<file path="src/assert_macros.svh">
// Assertion macros shared by the stack and queue engine modules.
// Needs a clock named i_clk and an active-low reset named i_rst_n in scope.
`ifndef ASSERT_MACROS_SVH
`define ASSERT_MACROS_SVH

// The property must hold at every clock edge outside reset.
`define SQE_ASSERT(label, prop, msg) \
    label: assert property (@(posedge i_clk) disable iff (!i_rst_n) (prop)) else $error(msg);

// When the antecedent holds, the consequent must hold in the same cycle.
`define SQE_ASSERT_IMPLY(label, ante, cons, msg) \
    label: assert property (@(posedge i_clk) disable iff (!i_rst_n) (ante) |-> (cons)) \
        else $error(msg);

`endif

</file>
<file path="src/sqe_pkg.sv">
// Shared types and codes for the stack and queue engine.
// No dependencies; every module and interface of the block imports this package.
package sqe_pkg;

    localparam int OPCODE_W = 3;
    localparam int VALUE_W  = 32;
    localparam int STATUS_W = 3;

    // Opcodes of an input beat.
    localparam logic [OPCODE_W-1:0] OP_PUSH = 3'd0;
    localparam logic [OPCODE_W-1:0] OP_PALL = 3'd1;
    localparam logic [OPCODE_W-1:0] OP_PTOP = 3'd2;
    localparam logic [OPCODE_W-1:0] OP_POP  = 3'd3;
    localparam logic [OPCODE_W-1:0] OP_SWAP = 3'd4;

    // Status codes of a result beat.
    localparam logic [STATUS_W-1:0] ST_OK         = 3'd0;
    localparam logic [STATUS_W-1:0] ST_USAGE      = 3'd1;
    localparam logic [STATUS_W-1:0] ST_TOP_EMPTY  = 3'd2;
    localparam logic [STATUS_W-1:0] ST_POP_EMPTY  = 3'd3;
    localparam logic [STATUS_W-1:0] ST_SWAP_SHORT = 3'd4;
    localparam logic [STATUS_W-1:0] ST_FULL       = 3'd5;

    // Offset from the top slot used to form the memory address.
    typedef enum logic [1:0] {
        OFS_ZERO  = 2'd0,
        OFS_ONE   = 2'd1,
        OFS_WALK  = 2'd2,
        OFS_COUNT = 2'd3
    } t_ofs;

    // Source of the memory write data.
    typedef enum logic [1:0] {
        WSRC_PUSH  = 2'd0,
        WSRC_RDATA = 2'd1,
        WSRC_TEMP  = 2'd2
    } t_wsrc;

    // Commands from the controller to the datapath.
    typedef struct packed {
        logic                load_in;
        logic                rd_en;
        logic                wr_en;
        t_wsrc               wr_src;
        t_ofs                ofs;
        logic                cap_temp;
        logic                push_commit;
        logic                pop_commit;
        logic                walk_inc;
        logic                out_load;
        logic                out_has;
        logic [STATUS_W-1:0] out_status;
        logic                out_last;
    } t_cmd;

    // Status from the datapath to the controller.
    typedef struct packed {
        logic [OPCODE_W-1:0] opcode;
        logic                push_ok;
        logic                empty;
        logic                lt_two;
        logic                full;
        logic                walk_last;
        logic                out_free;
    } t_stat;

endpackage

</file>
<file path="src/sqe_in_if.sv">
// Input channel of the stack and queue engine: valid, ready and one command beat.
// Depends on sqe_pkg for the field widths.
interface sqe_in_if
    import sqe_pkg::*;
();
    logic                       valid;
    logic                       ready;
    logic        [OPCODE_W-1:0] opcode;
    logic signed [VALUE_W-1:0]  push_value;
    logic                       push_value_ok;

    modport source (output valid, opcode, push_value, push_value_ok, input ready);
    modport sink   (input valid, opcode, push_value, push_value_ok, output ready);
endinterface

</file>
<file path="src/sqe_out_if.sv">
// Output channel of the stack and queue engine: valid, ready and one result beat.
// Depends on sqe_pkg for the field widths.
interface sqe_out_if
    import sqe_pkg::*;
();
    logic                       valid;
    logic                       ready;
    logic signed [VALUE_W-1:0]  value;
    logic                       has_value;
    logic        [STATUS_W-1:0] status;
    logic                       last;

    modport source (output valid, value, has_value, status, last, input ready);
    modport sink   (input valid, value, has_value, status, last, output ready);
endinterface

</file>
<file path="src/sqe_datapath.sv">
// Datapath of the stack and queue engine: entry memory, pointers, walk counter
// and result register. Depends on sqe_pkg and assert_macros.svh.
`include "assert_macros.svh"

module sqe_datapath
    import sqe_pkg::*;
#(
    parameter int DEPTH = 64
) (
    input  logic                       i_clk,
    input  logic                       i_rst_n,
    input  logic                       i_cfg_wr_en,
    input  logic                       i_cfg_wr_data,
    input  logic        [OPCODE_W-1:0] i_opcode,
    input  logic signed [VALUE_W-1:0]  i_push_value,
    input  logic                       i_push_value_ok,
    input  t_cmd                       i_cmd,
    output t_stat                      o_stat,
    input  logic                       i_out_ready,
    output logic                       o_out_valid,
    output logic signed [VALUE_W-1:0]  o_value,
    output logic                       o_has_value,
    output logic        [STATUS_W-1:0] o_status,
    output logic                       o_last
);

    localparam int AW = (DEPTH > 1) ? $clog2(DEPTH) : 1;
    localparam int CW = $clog2(DEPTH + 1);
    localparam logic [AW:0]   DEPTH_W = (AW + 1)'(DEPTH);
    localparam logic [CW-1:0] DEPTH_C = CW'(DEPTH);
    localparam logic [AW-1:0] LAST_SLOT = AW'(DEPTH - 1);

    logic [VALUE_W-1:0] r_mem [DEPTH];

    logic                r_queue_mode;
    logic [AW-1:0]       r_top,   n_top;
    logic [CW-1:0]       r_count, n_count;
    logic [AW-1:0]       r_walk;
    logic [OPCODE_W-1:0] r_op;
    logic [VALUE_W-1:0]  r_val;
    logic                r_ok;
    logic [VALUE_W-1:0]  r_rdata;
    logic [VALUE_W-1:0]  r_temp;

    logic                r_out_valid;
    logic [VALUE_W-1:0]  r_out_value;
    logic                r_out_has;
    logic [STATUS_W-1:0] r_out_status;
    logic                r_out_last;

    logic [AW-1:0]      ofs_val;
    logic [AW:0]        slot_sum;
    logic [AW-1:0]      slot;
    logic [AW-1:0]      top_dec;
    logic [AW-1:0]      mem_addr;
    logic [VALUE_W-1:0] wr_data;
    logic               out_free;

    // Slot of entry k from the top: (top + k) mod DEPTH, one compare and subtract.
    always_comb begin
        case (i_cmd.ofs)
            OFS_ZERO:  ofs_val = '0;
            OFS_ONE:   ofs_val = AW'(1);
            OFS_WALK:  ofs_val = r_walk;
            OFS_COUNT: ofs_val = r_count[AW-1:0];
            default:   ofs_val = '0;
        endcase
        slot_sum = {1'b0, r_top} + {1'b0, ofs_val};
        if (slot_sum >= DEPTH_W) begin
            slot = AW'(slot_sum - DEPTH_W);
        end else begin
            slot = slot_sum[AW-1:0];
        end
        top_dec  = (r_top == '0) ? LAST_SLOT : r_top - AW'(1);
        mem_addr = (i_cmd.push_commit && !r_queue_mode) ? top_dec : slot;
        case (i_cmd.wr_src)
            WSRC_PUSH:  wr_data = r_val;
            WSRC_RDATA: wr_data = r_rdata;
            WSRC_TEMP:  wr_data = r_temp;
            default:    wr_data = r_val;
        endcase
    end

    always_ff @(posedge i_clk) begin
        if (i_cmd.wr_en) begin
            r_mem[mem_addr] <= wr_data;
        end
        if (i_cmd.rd_en) begin
            r_rdata <= r_mem[mem_addr];
        end
    end

    always_comb begin
        n_top   = r_top;
        n_count = r_count;
        if (i_cmd.push_commit) begin
            n_count = r_count + CW'(1);
            if (!r_queue_mode) begin
                n_top = top_dec;
            end
        end else if (i_cmd.pop_commit) begin
            n_count = r_count - CW'(1);
            n_top   = slot;
        end
    end

    always_ff @(posedge i_clk) begin
        if (!i_rst_n) begin
            r_queue_mode <= 1'b0;
            r_top        <= '0;
            r_count      <= '0;
        end else begin
            if (i_cfg_wr_en) begin
                r_queue_mode <= i_cfg_wr_data;
            end
            r_top   <= n_top;
            r_count <= n_count;
        end
    end

    always_ff @(posedge i_clk) begin
        if (i_cmd.load_in) begin
            r_op   <= i_opcode;
            r_val  <= i_push_value;
            r_ok   <= i_push_value_ok;
            r_walk <= '0;
        end else if (i_cmd.walk_inc) begin
            r_walk <= r_walk + AW'(1);
        end
        if (i_cmd.cap_temp) begin
            r_temp <= r_rdata;
        end
    end

    // Result register: the next beat may be loaded in the cycle the current one leaves.
    assign out_free = !r_out_valid || i_out_ready;

    always_ff @(posedge i_clk) begin
        if (!i_rst_n) begin
            r_out_valid <= 1'b0;
        end else if (i_cmd.out_load) begin
            r_out_valid <= 1'b1;
        end else if (i_out_ready) begin
            r_out_valid <= 1'b0;
        end
    end

    always_ff @(posedge i_clk) begin
        if (i_cmd.out_load) begin
            r_out_value  <= i_cmd.out_has ? r_rdata : '0;
            r_out_has    <= i_cmd.out_has;
            r_out_status <= i_cmd.out_status;
            r_out_last   <= i_cmd.out_last;
        end
    end

    assign o_out_valid = r_out_valid;
    assign o_value     = r_out_value;
    assign o_has_value = r_out_has;
    assign o_status    = r_out_status;
    assign o_last      = r_out_last;

    always_comb begin
        o_stat.opcode    = r_op;
        o_stat.push_ok   = r_ok;
        o_stat.empty     = (r_count == '0);
        o_stat.lt_two    = (r_count < CW'(2));
        o_stat.full      = (r_count == DEPTH_C);
        o_stat.walk_last = ((CW'(r_walk) + CW'(1)) == r_count);
        o_stat.out_free  = out_free;
    end

    `SQE_ASSERT(a_count_range, r_count <= DEPTH_C, "entry count beyond depth")
    `SQE_ASSERT_IMPLY(a_push_room, i_cmd.push_commit, r_count != DEPTH_C, "push into full store")
    `SQE_ASSERT_IMPLY(a_pop_live, i_cmd.pop_commit, r_count != '0, "pop from empty store")

endmodule

</file>
<file path="src/sqe_ctrl.sv">
// Controller of the stack and queue engine: one-hot state machine that sequences
// each command through the datapath. Depends on sqe_pkg and assert_macros.svh.
`include "assert_macros.svh"

module sqe_ctrl
    import sqe_pkg::*;
(
    input  logic  i_clk,
    input  logic  i_rst_n,
    input  logic  i_in_valid,
    output logic  o_in_ready,
    input  t_stat i_stat,
    output t_cmd  o_cmd
);

    typedef enum logic [7:0] {
        S_IDLE    = 8'b0000_0001,
        S_DECODE  = 8'b0000_0010,
        S_TOP_OUT = 8'b0000_0100,
        S_PA_OUT  = 8'b0000_1000,
        S_PA_RD   = 8'b0001_0000,
        S_SWAP_RB = 8'b0010_0000,
        S_SWAP_WA = 8'b0100_0000,
        S_SWAP_WB = 8'b1000_0000
    } t_state;

    t_state r_state, n_state;
    logic   swap_busy;

    assign o_in_ready = (r_state == S_IDLE);
    assign swap_busy  = (r_state == S_SWAP_RB) || (r_state == S_SWAP_WA);

    always_comb begin
        n_state = r_state;
        o_cmd   = '0;
        case (r_state)
            S_IDLE: begin
                if (i_in_valid) begin
                    o_cmd.load_in = 1'b1;
                    n_state       = S_DECODE;
                end
            end
            S_DECODE: begin
                case (i_stat.opcode)
                    OP_PUSH: begin
                        if (i_stat.out_free) begin
                            o_cmd.out_load = 1'b1;
                            o_cmd.out_last = 1'b1;
                            n_state        = S_IDLE;
                            if (!i_stat.push_ok) begin
                                o_cmd.out_status = ST_USAGE;
                            end else if (i_stat.full) begin
                                o_cmd.out_status = ST_FULL;
                            end else begin
                                o_cmd.out_status  = ST_OK;
                                o_cmd.wr_en       = 1'b1;
                                o_cmd.wr_src      = WSRC_PUSH;
                                o_cmd.ofs         = OFS_COUNT;
                                o_cmd.push_commit = 1'b1;
                            end
                        end
                    end
                    OP_POP: begin
                        if (i_stat.out_free) begin
                            o_cmd.out_load = 1'b1;
                            o_cmd.out_last = 1'b1;
                            n_state        = S_IDLE;
                            if (i_stat.empty) begin
                                o_cmd.out_status = ST_POP_EMPTY;
                            end else begin
                                o_cmd.out_status = ST_OK;
                                o_cmd.ofs        = OFS_ONE;
                                o_cmd.pop_commit = 1'b1;
                            end
                        end
                    end
                    OP_PTOP: begin
                        if (!i_stat.empty) begin
                            o_cmd.rd_en = 1'b1;
                            o_cmd.ofs   = OFS_ZERO;
                            n_state     = S_TOP_OUT;
                        end else if (i_stat.out_free) begin
                            o_cmd.out_load   = 1'b1;
                            o_cmd.out_last   = 1'b1;
                            o_cmd.out_status = ST_TOP_EMPTY;
                            n_state          = S_IDLE;
                        end
                    end
                    OP_PALL: begin
                        if (!i_stat.empty) begin
                            o_cmd.rd_en = 1'b1;
                            o_cmd.ofs   = OFS_WALK;
                            n_state     = S_PA_OUT;
                        end else if (i_stat.out_free) begin
                            o_cmd.out_load   = 1'b1;
                            o_cmd.out_last   = 1'b1;
                            o_cmd.out_status = ST_OK;
                            n_state          = S_IDLE;
                        end
                    end
                    OP_SWAP: begin
                        if (!i_stat.lt_two) begin
                            o_cmd.rd_en = 1'b1;
                            o_cmd.ofs   = OFS_ZERO;
                            n_state     = S_SWAP_RB;
                        end else if (i_stat.out_free) begin
                            o_cmd.out_load   = 1'b1;
                            o_cmd.out_last   = 1'b1;
                            o_cmd.out_status = ST_SWAP_SHORT;
                            n_state          = S_IDLE;
                        end
                    end
                    default: begin
                        n_state = S_IDLE;
                    end
                endcase
            end
            S_TOP_OUT: begin
                if (i_stat.out_free) begin
                    o_cmd.out_load   = 1'b1;
                    o_cmd.out_has    = 1'b1;
                    o_cmd.out_last   = 1'b1;
                    o_cmd.out_status = ST_OK;
                    n_state          = S_IDLE;
                end
            end
            S_PA_OUT: begin
                if (i_stat.out_free) begin
                    o_cmd.out_load   = 1'b1;
                    o_cmd.out_has    = 1'b1;
                    o_cmd.out_last   = i_stat.walk_last;
                    o_cmd.out_status = ST_OK;
                    if (i_stat.walk_last) begin
                        n_state = S_IDLE;
                    end else begin
                        o_cmd.walk_inc = 1'b1;
                        n_state        = S_PA_RD;
                    end
                end
            end
            S_PA_RD: begin
                o_cmd.rd_en = 1'b1;
                o_cmd.ofs   = OFS_WALK;
                n_state     = S_PA_OUT;
            end
            S_SWAP_RB: begin
                o_cmd.cap_temp = 1'b1;
                o_cmd.rd_en    = 1'b1;
                o_cmd.ofs      = OFS_ONE;
                n_state        = S_SWAP_WA;
            end
            S_SWAP_WA: begin
                o_cmd.wr_en  = 1'b1;
                o_cmd.wr_src = WSRC_RDATA;
                o_cmd.ofs    = OFS_ZERO;
                n_state      = S_SWAP_WB;
            end
            S_SWAP_WB: begin
                if (i_stat.out_free) begin
                    o_cmd.wr_en      = 1'b1;
                    o_cmd.wr_src     = WSRC_TEMP;
                    o_cmd.ofs        = OFS_ONE;
                    o_cmd.out_load   = 1'b1;
                    o_cmd.out_last   = 1'b1;
                    o_cmd.out_status = ST_OK;
                    n_state          = S_IDLE;
                end
            end
            default: begin
                n_state = S_IDLE;
            end
        endcase
    end

    always_ff @(posedge i_clk) begin
        if (!i_rst_n) begin
            r_state <= S_IDLE;
        end else begin
            r_state <= n_state;
        end
    end

    `SQE_ASSERT_IMPLY(a_load_free, o_cmd.out_load, i_stat.out_free, "result over held beat")
    `SQE_ASSERT_IMPLY(a_swap_two, swap_busy, !i_stat.lt_two, "swap with fewer than two entries")

endmodule

</file>
<file path="src/stack_queue_engine.sv">
// Stack and queue engine: a bounded store of DEPTH signed 32-bit entries driven by
// command beats (push, print all, print top, pop, swap). A push adds on top, or at
// the bottom when the queue_mode register is set. Every valid command gives at least
// one result beat, the final one marked by last; errors give a status code and leave
// the store unchanged, and opcodes five to seven give nothing. One command is handled
// at a time through a single-port entry memory with a registered read, which sets the
// timing. Push, pop, every error and the unused opcodes are settled in the decode
// state, which loads the result beat, if any, into the result register; print top
// reads the top entry and then loads it, swap does two reads and two writes in turn,
// and print all reads and loads each entry in turn. A new command is accepted in the cycle
// after the previous one's last result is loaded, even if that beat is still waiting
// on the sink; a result beat that is ready to load waits in its state while the
// previous one still waits on the sink. No clearing pass is needed after reset. Write
// queue_mode only while the block is idle.
// Depends on sqe_pkg, sqe_in_if, sqe_out_if, sqe_ctrl and sqe_datapath.
module stack_queue_engine
    import sqe_pkg::*;
#(
    parameter int DEPTH = 64
) (
    input  logic     i_clk,
    input  logic     i_rst_n,
    input  logic     i_cfg_wr_en,
    input  logic     i_cfg_wr_data,
    sqe_in_if.sink   i_cmd,
    sqe_out_if.source o_res
);

    // Commands and status travel between the controller and datapath as two structs.
    t_cmd  cmd;
    t_stat stat;
    logic  in_ready;

    assign i_cmd.ready = in_ready;

    sqe_ctrl u_ctrl (
        .i_clk      (i_clk),
        .i_rst_n    (i_rst_n),
        .i_in_valid (i_cmd.valid),
        .o_in_ready (in_ready),
        .i_stat     (stat),
        .o_cmd      (cmd)
    );

    // The datapath latches the command beat when the controller accepts it and
    // owns the result register that drives the output channel.
    sqe_datapath #(
        .DEPTH (DEPTH)
    ) u_datapath (
        .i_clk           (i_clk),
        .i_rst_n         (i_rst_n),
        .i_cfg_wr_en     (i_cfg_wr_en),
        .i_cfg_wr_data   (i_cfg_wr_data),
        .i_opcode        (i_cmd.opcode),
        .i_push_value    (i_cmd.push_value),
        .i_push_value_ok (i_cmd.push_value_ok),
        .i_cmd           (cmd),
        .o_stat          (stat),
        .i_out_ready     (o_res.ready),
        .o_out_valid     (o_res.valid),
        .o_value         (o_res.value),
        .o_has_value     (o_res.has_value),
        .o_status        (o_res.status),
        .o_last          (o_res.last)
    );

endmodule
</file>
<file path="src/flat_wrapper.sv">
// flat-port wrapper written by rule: the top's interface ports become plain ports
module stack_queue_engine_flat import sqe_pkg::*;
#(
    parameter int DEPTH = 64
)
  (i_clk, i_rst_n, i_cfg_wr_en, i_cfg_wr_data, i_cmd_valid, i_cmd_opcode, i_cmd_push_value, i_cmd_push_value_ok, i_cmd_ready, o_res_valid, o_res_value, o_res_has_value, o_res_status, o_res_last, o_res_ready);
  sqe_in_if i_cmd_i ();
  sqe_out_if o_res_i ();
  input  logic i_clk;
  input  logic i_rst_n;
  input  logic i_cfg_wr_en;
  input  logic i_cfg_wr_data;
  input wire logic [$bits(i_cmd_i.valid)-1:0] i_cmd_valid;
  input wire logic [$bits(i_cmd_i.opcode)-1:0] i_cmd_opcode;
  input wire logic [$bits(i_cmd_i.push_value)-1:0] i_cmd_push_value;
  input wire logic [$bits(i_cmd_i.push_value_ok)-1:0] i_cmd_push_value_ok;
  output wire logic [$bits(i_cmd_i.ready)-1:0] i_cmd_ready;
  output wire logic [$bits(o_res_i.valid)-1:0] o_res_valid;
  output wire logic [$bits(o_res_i.value)-1:0] o_res_value;
  output wire logic [$bits(o_res_i.has_value)-1:0] o_res_has_value;
  output wire logic [$bits(o_res_i.status)-1:0] o_res_status;
  output wire logic [$bits(o_res_i.last)-1:0] o_res_last;
  input wire logic [$bits(o_res_i.ready)-1:0] o_res_ready;
  assign i_cmd_i.valid = i_cmd_valid;
  assign i_cmd_i.opcode = i_cmd_opcode;
  assign i_cmd_i.push_value = i_cmd_push_value;
  assign i_cmd_i.push_value_ok = i_cmd_push_value_ok;
  assign i_cmd_ready = i_cmd_i.ready;
  assign o_res_valid = o_res_i.valid;
  assign o_res_value = o_res_i.value;
  assign o_res_has_value = o_res_i.has_value;
  assign o_res_status = o_res_i.status;
  assign o_res_last = o_res_i.last;
  assign o_res_i.ready = o_res_ready;
  stack_queue_engine #(.DEPTH(DEPTH)) u_core (.i_clk(i_clk), .i_rst_n(i_rst_n), .i_cfg_wr_en(i_cfg_wr_en), .i_cfg_wr_data(i_cfg_wr_data), .i_cmd(i_cmd_i), .o_res(o_res_i));
endmodule
</file>
<file path="config.mk">
export PLATFORM = sky130hd
export DESIGN_NAME = stack_queue_engine_flat
export DESIGN_NICKNAME = d
export VERILOG_FILES = /design/src/sqe_pkg.sv /design/src/sqe_in_if.sv /design/src/sqe_out_if.sv /design/src/sqe_datapath.sv /design/src/sqe_ctrl.sv /design/src/stack_queue_engine.sv /design/src/flat_wrapper.sv
export VERILOG_INCLUDE_DIRS = /design/src /design/src/src
export SDC_FILE = /design/constraint.sdc
export NUM_CORES = 2
export LEC_CHECK = 0
export BUFFER_PORTS_ARGS = -buffer_cell sky130_fd_sc_hd__buf_4
export CAP_MARGIN = 20
export CORE_MARGIN = 2
export CORE_UTILIZATION = 25
export DETAILED_ROUTE_END_ITERATION = 10
export SLEW_MARGIN = 15
export SYNTH_ARGS = -nofsm -noshare
export SYNTH_HDL_FRONTEND = slang
export SYNTH_SLANG_ARGS = --single-unit
export TNS_END_PERCENT = 50
</file>
<file path="constraint.sdc">
create_clock -name i_clk -period 6.95 [get_ports i_clk]
set_clock_uncertainty 0.15 [all_clocks]
set_input_delay 1.39 -clock i_clk [delete_from_list [all_inputs] [get_ports i_clk]]
set_output_delay 1.39 -clock i_clk [all_outputs]
set_load 0.1 [all_outputs]
</file>
After elaboration in Yosys (flattened, before gate mapping)
Memories as Yosys holds them, arrays and structs flattened. A register that Yosys moved wholly into a read port is not among the register bits.
Cells that the tools add are included.
Operators by class
  add/subtract/negate cells: 7
  magnitude comparators: 2
  equality and inequality tests: 22
  muxes and demuxes: 71
  reduce and logical (&&, ||, !) cells: 16
Operators by type and width (number)
  32-bit one-hot mux with 2 select lines: 1
  8-bit one-hot mux with 7 select lines: 1
  8-bit two-way mux: 6
  6-bit two-way mux: 7
  8-bit one-hot mux with 4 select lines: 1
  5-bit two-way mux: 5
  1-bit two-way mux: 24
  6-bit one-hot mux with 4 select lines: 1
  7-bit two-way mux: 3
  4-bit one-hot mux with 5 select lines: 1
  4-bit two-way mux: 4
  4-bit one-hot mux with 4 select lines: 1
  3-bit two-way mux: 5
  6-bit by 1-bit subtractor with 6-bit output, second input constant: 2
  3-bit one-hot mux with 3 select lines: 1
  8-bit by 1-bit == test with 1-bit output, second input constant: 1
  8-bit by 2-bit == test with 1-bit output, second input constant: 1
  8-bit by 3-bit == test with 1-bit output, second input constant: 1
  8-bit by 4-bit == test with 1-bit output, second input constant: 1
  8-bit by 5-bit == test with 1-bit output, second input constant: 1
  8-bit by 6-bit == test with 1-bit output, second input constant: 1
  8-bit by 7-bit == test with 1-bit output, second input constant: 1
  8-bit == test, second input constant: 1
  2-bit one-hot mux with 4 select lines: 1
  other kinds (30): 46
Word-level totals
  flip-flop bits (word level): 134
  word-level logic and storage cells: 133
  memory bits (writable): 2048
  memories kept: 1
  output and inout port bits: 39
Memories
  u_core.u_datapath.r_mem: words 64, bits a word 32, rd ports 1, clocked after memory_dff 1, wr ports 1, line sqe_datapath.sv:33  | logic [VALUE_W-1:0] r_mem [DEPTH];

Logic depth before layout (Yosys ltp)
  depth in word-level cells: 13
  depth in mapped cells: 23

By module
A second synthesis with hierarchy kept.
Unflattened totals
  cells, all modules: 5750
  area, all modules: 86208.9 um^2
By module, submodules not included
  sqe_datapath: instances 1, area each 85424.4 um^2, cells each 5645
  sqe_ctrl: instances 1, area each 784.5 um^2, cells each 105

Worst setup path before layout
Ideal clock, no wire load.
  path type: in2reg
  start point: input o_res_ready
  end point: memory u_core.u_datapath.r_mem[23][0], enable pin
  slack: -326 ps
  setup time: 421 ps
  required time: 6379 ps
  arrival: 6705 ps
  stages: 19
  cells stage by stage: nand2b_1 > nand3b_1 > nor3_4 > nor2_1 > nand2_1 > a21oi_1 > nor2_1 > ha_1 > fa_1 > clkbuf_1 > inv_1 > nor2_1 > nand2_1 > mux2i_1 > buf_2 > buf_2 > buf_1 > nand2_1 > nor2_1
Between the ends
  longest elaborated chain between the ends: 10
  elaborated cells between the ends (all ways): 24
Ends and longest elaborated chain
  start: declaration: line flat_wrapper.sv:23  | input wire logic [$bits(o_res_i.ready)-1:0] o_res_ready;
  1-bit logical OR (*): line sqe_datapath.sv:136  | assign out_free = !r_out_valid || i_out_ready;
  1-bit two-way mux or 5-bit two-way mux (tied branches): line sqe_ctrl.sv:64, sqe_ctrl.sv:46
  2-bit one-hot mux with 3 select lines: line sqe_ctrl.sv:44  | case (i_stat.opcode)
  2-bit one-hot mux with 4 select lines: line sqe_ctrl.sv:36  | case (r_state)
  2-bit == test (tied with other cells): line sqe_datapath.sv:61  | case (i_cmd.ofs)
  6-bit one-hot mux with 4 select lines: line sqe_datapath.sv:61
  6-bit by 6-bit adder with 7-bit output: line sqe_datapath.sv:68  | slot_sum = {1'b0, r_top} + {1'b0, ofs_val};
  6-bit by 1-bit subtractor with 6-bit output or 7-bit >= comparator (tied branches): line sqe_datapath.sv:70, sqe_datapath.sv:69
  6-bit two-way mux: line sqe_datapath.sv:69  | if (slot_sum >= DEPTH_W) begin
  6-bit two-way mux: line sqe_datapath.sv:75  | mem_addr = (i_cmd.push_commit && !r_queue_mode) ? top_dec : slot;
  end: declaration: line sqe_datapath.sv:33
Mark *: on every way between the ends. The rest lies on a longest branch, timed or not.

Worst setup path after layout
  start point: register u_core.u_ctrl.r_state[2]
  end point: register u_core.u_datapath.r_rdata[4], read port of u_core.u_datapath.r_mem (data pin)
Between the ends
  longest elaborated chain between the ends: 8
  elaborated cells between the ends (all ways): 19
Ends and longest elaborated chain
  start: declaration: line sqe_ctrl.sv:27  | t_state r_state, n_state;
  start signal: assignment: line sqe_ctrl.sv:179  | r_state <= n_state;
  8-bit == test (tied with other cells): line sqe_ctrl.sv:36
  2-bit one-hot mux with 4 select lines: line sqe_ctrl.sv:36
  2-bit == test (tied with other cells): line sqe_datapath.sv:61
  6-bit one-hot mux with 4 select lines: line sqe_datapath.sv:61
  6-bit by 6-bit adder with 7-bit output: line sqe_datapath.sv:68
  6-bit by 1-bit subtractor with 6-bit output or 7-bit >= comparator (tied branches): line sqe_datapath.sv:70, sqe_datapath.sv:69
  6-bit two-way mux: line sqe_datapath.sv:69
  6-bit two-way mux: line sqe_datapath.sv:75
  end: declaration: line sqe_datapath.sv:42  | logic [VALUE_W-1:0] r_rdata;
Several ways; a longest one is shown, not always the timed one.
A chain may end at the register's enable or synchronous reset.

==> results.ini <==
[outcome]
status=complete, no violations

[timing]
fmax_mhz=146.6
post-route-min-period_ns=6.823
maxSlewViolCount=0
tightest_slew_ns=1.229
min_period_over_period_pct=98.18
grt_setup_unrepaired=no
finalWorstSetupSlack_ns=0.1268
maxSlewHeadroom_pct=17.75
whs_ns=0.3659
setup_viol=0
hold_viol_final=0

[final_layout]
fin_nets=5268
drive_above_1_share_pct=19.20
finish.utilization_pct=30.46
design_area_mm2=0.1007
area_growth_pct=21.14

[synthesis]
ys_async_sr_fraction_pct=0
avgSynthCellArea_um2=17.43
yosys.area.top_type_share_pct=78.93
synth-seq-cells=2214
synth.distinct_cells=95
synth_top_flop_cell=edfxtp_1
yosys.area.top_type=edfxtp_1
synth-edff-count=2185
synthCells=4768
synthMostInstantiatedCell=edfxtp_1
synthTopCellsByArea=edfxtp_1 79%, a222oi_1 3.3%, a22oi_1 2.5%
synth_common_cells=2,185 x edfxtp_1, 308 x nand2_1, 277 x a222oi_1
syn_area_mm2=0.08313
synth_warnings=0
synth.net_count=4827
ys_seq_area_share_pct=79.63

[worst_setup_path]
startpoint_type=register
path_class=register to register
cpMostUsedCell=nor2_1
crit_slowest_cell=mux2_4
crit_arrival_ns=7.32
path_cells=or4_1 -> or2_1 -> nor3_4 -> nor2_1 -> nand2_1 -> mux2i_1 -> nor2_1 -> ha_1 -> a211oi_1 -> nor2_1 -> xnor2_1 -> mux2_4 -> nand2_1 -> buf_4 -> a221oi_1 -> nand4_1 -> and4_1 -> a31o_1
crit_buf_inv=1
max_stage_delay_ns=0.69
cp_max_fo=19
path_delay_family=simple AND/OR/NAND/NOR gates
endpoint_kind=register
cp_data_required_time_ns=7.45

[clock_tree]
clock_path_buffers=3
cts_setup_buffers=0
clock_latency_ns=0.89
cts_tree=built
cts_resized=0
clockRootBuffer=clkbuf_16
ctsHoldBuffers=0
cts_made_buffers=211
cts_max_level=4
cts_sinks=2214
path_clk_slew_ns=0.07

[pwr]
combPwrFrac_pct=2.0
p_leak_nw=31.35
p_total_mw=26.86
cellPowerDensity_mw_per_mm2=266.7
p_sw_mw=5.578
switching_share_pct=20.77
ir_worst_vdd_mv=0.2713
clockPowerShare_pct=43.0
p_int_mw=21.28
power.share.sequential_pct=55.0

[floorplanning]
rows=211
dieArea_mm2=0.3371
dieWidth_um=580.6
coreArea_mm2=0.3305
ios=81
initial_core_util_pct=25.15
fp.dieH_um=580.6

[min_path]
hp-class=register to register

[drt]
route.vias.total=53265
first_pass_iters=9
first_iter_violations=10185
wl_mm=301.6
avgRoutedWirePerCell_um=30.90
ant_nets=0
drc=0
drt-vias-per-instance=5.457

[grt]
grt.overflow.total=0
grt_antenna_before_repair=13
track_usage_pct=17.14
grt_max_degree=65
grt_first_pass_wirelength_mm=411.5
grt_pass1_vias=50188

[run]
max-cap-violations=0

[placed_design]
post-place-ws_ns=0.01928
io_buffers=80
place.gp.congestion=0.9401
place_hpwl_mm=183.0
dpl_cell_area_mm2=0.09361

==> cells by family after synthesis <==
family	after synthesis	synth area share (%)
flops	2214	79.63
fa+ha+maj	17	0.2739
mux	135	1.711
compound gates	1296	11.94
simple gates	768	4.458
buf+inv	314	1.729
xor+xnor	24	0.2529
==> tightest hold or removal path, delay by kind of cell, from the launching register on <==
kind | cells | cell delay (ns)
flops | 1 | 0.34
simple gates | 1 | 0.06
compound gates | 1 | 0.06
==> final cells by class <==
| type | count | area [µm²] |
|---|---|---|
| clock inverters | 142 | 1401 |
| multi-input cells | 2240 | 16570 |
| flip-flops and latches | 2214 | 66190 |
| well taps | 4366 | 5463 |
| inverters | 14 | 52.55 |
| repair buffers | 528 | 5487 |
| diodes | 4 | 10.01 |
| fillers | 32006 | 229800 |
| clock buffers | 252 | 5519 |
==> per-stage QoR <==
step | cells | TNS [ns]
after floorplan | 4768 | -177.76
after global placement | 9348 | -1.223
after detailed placement | 9355 | 0
after CTS | 9749 | 0
after global routing | 9757 | 0
final | 9760 | 0
==> power by group through the flow <==
stage | clock network (mW) | registers (mW) | logic (mW)
final | 11.6 | 14.8 | 0.548
after CTS | 11.6 | 14.8 | 0.513
after floorplan | 0 | 15.1 | 0.191
after global placement | 0 | 15.0 | 0.480
after global routing | 12.1 | 14.8 | 0.560
after detailed placement | 0 | 15.0 | 0.513
==> state kept, by name (all words and copies together), names as in the netlist, 3 cells and up <==
register and count:
u_core.u_ctrl.r_state 8, u_core.u_datapath.o_status 3, u_core.u_datapath.o_value 32, u_core.u_datapath.r_count 7, u_core.u_datapath.r_mem 2048, u_core.u_datapath.r_op 3
u_core.u_datapath.r_rdata 32, u_core.u_datapath.r_temp 32, u_core.u_datapath.r_top 6, u_core.u_datapath.r_val 32, u_core.u_datapath.r_walk 6
==> layout by cell type, fill, tap and decap left out, drive strengths merged, types with 25 or more instances in the layout <==
cell type,count
clkinv,104
a22oi,275
a31oi,88
nor2,142
a21oi,218
o221ai,25
a221oi,67
and2,39
o21ai,110
dfxtp,29
nand2,313
buf,528
edfxtp,2185
mux2i,94
a222oi,277
nand3,110
mux2,41
a22o,82
and3,27
clkbuf,252
==> path summary, 6_finish.rpt <==
path,start,cells past startpoint,end,slack (ns)
max,u_core.u_ctrl.r_state[2]$_SDFFE_PN0P_,18,u_core.u_datapath.r_rdata[4]$_DFFE_PP_,0.13
min,u_core.u_datapath.r_count[5]$_SDFFE_PN0P_,2,u_core.u_datapath.r_count[5]$_SDFFE_PN0P_,0.37
max reg2reg,u_core.u_ctrl.r_state[2]$_SDFFE_PN0P_,18,u_core.u_datapath.r_rdata[4]$_DFFE_PP_,0.13
min reg2reg,u_core.u_datapath.r_count[5]$_SDFFE_PN0P_,2,u_core.u_datapath.r_count[5]$_SDFFE_PN0P_,0.37
==> layer usage <==
| layer | GRT usage (%) | vias up | wire [µm] |
|---|---|---|---|
| met1 | 22.82 | 27413 | 111700 |
| met3 | 4.251 | 662 | 41580 |
| met5 | 0 | - | 52 |
| met2 | 26.34 | 4372 | 133100 |
| li1 | - | 20810 | - |
| met4 | 7.687 | 8 | 15200 |
Note: power is estimated with default switching activity, not from simulation.
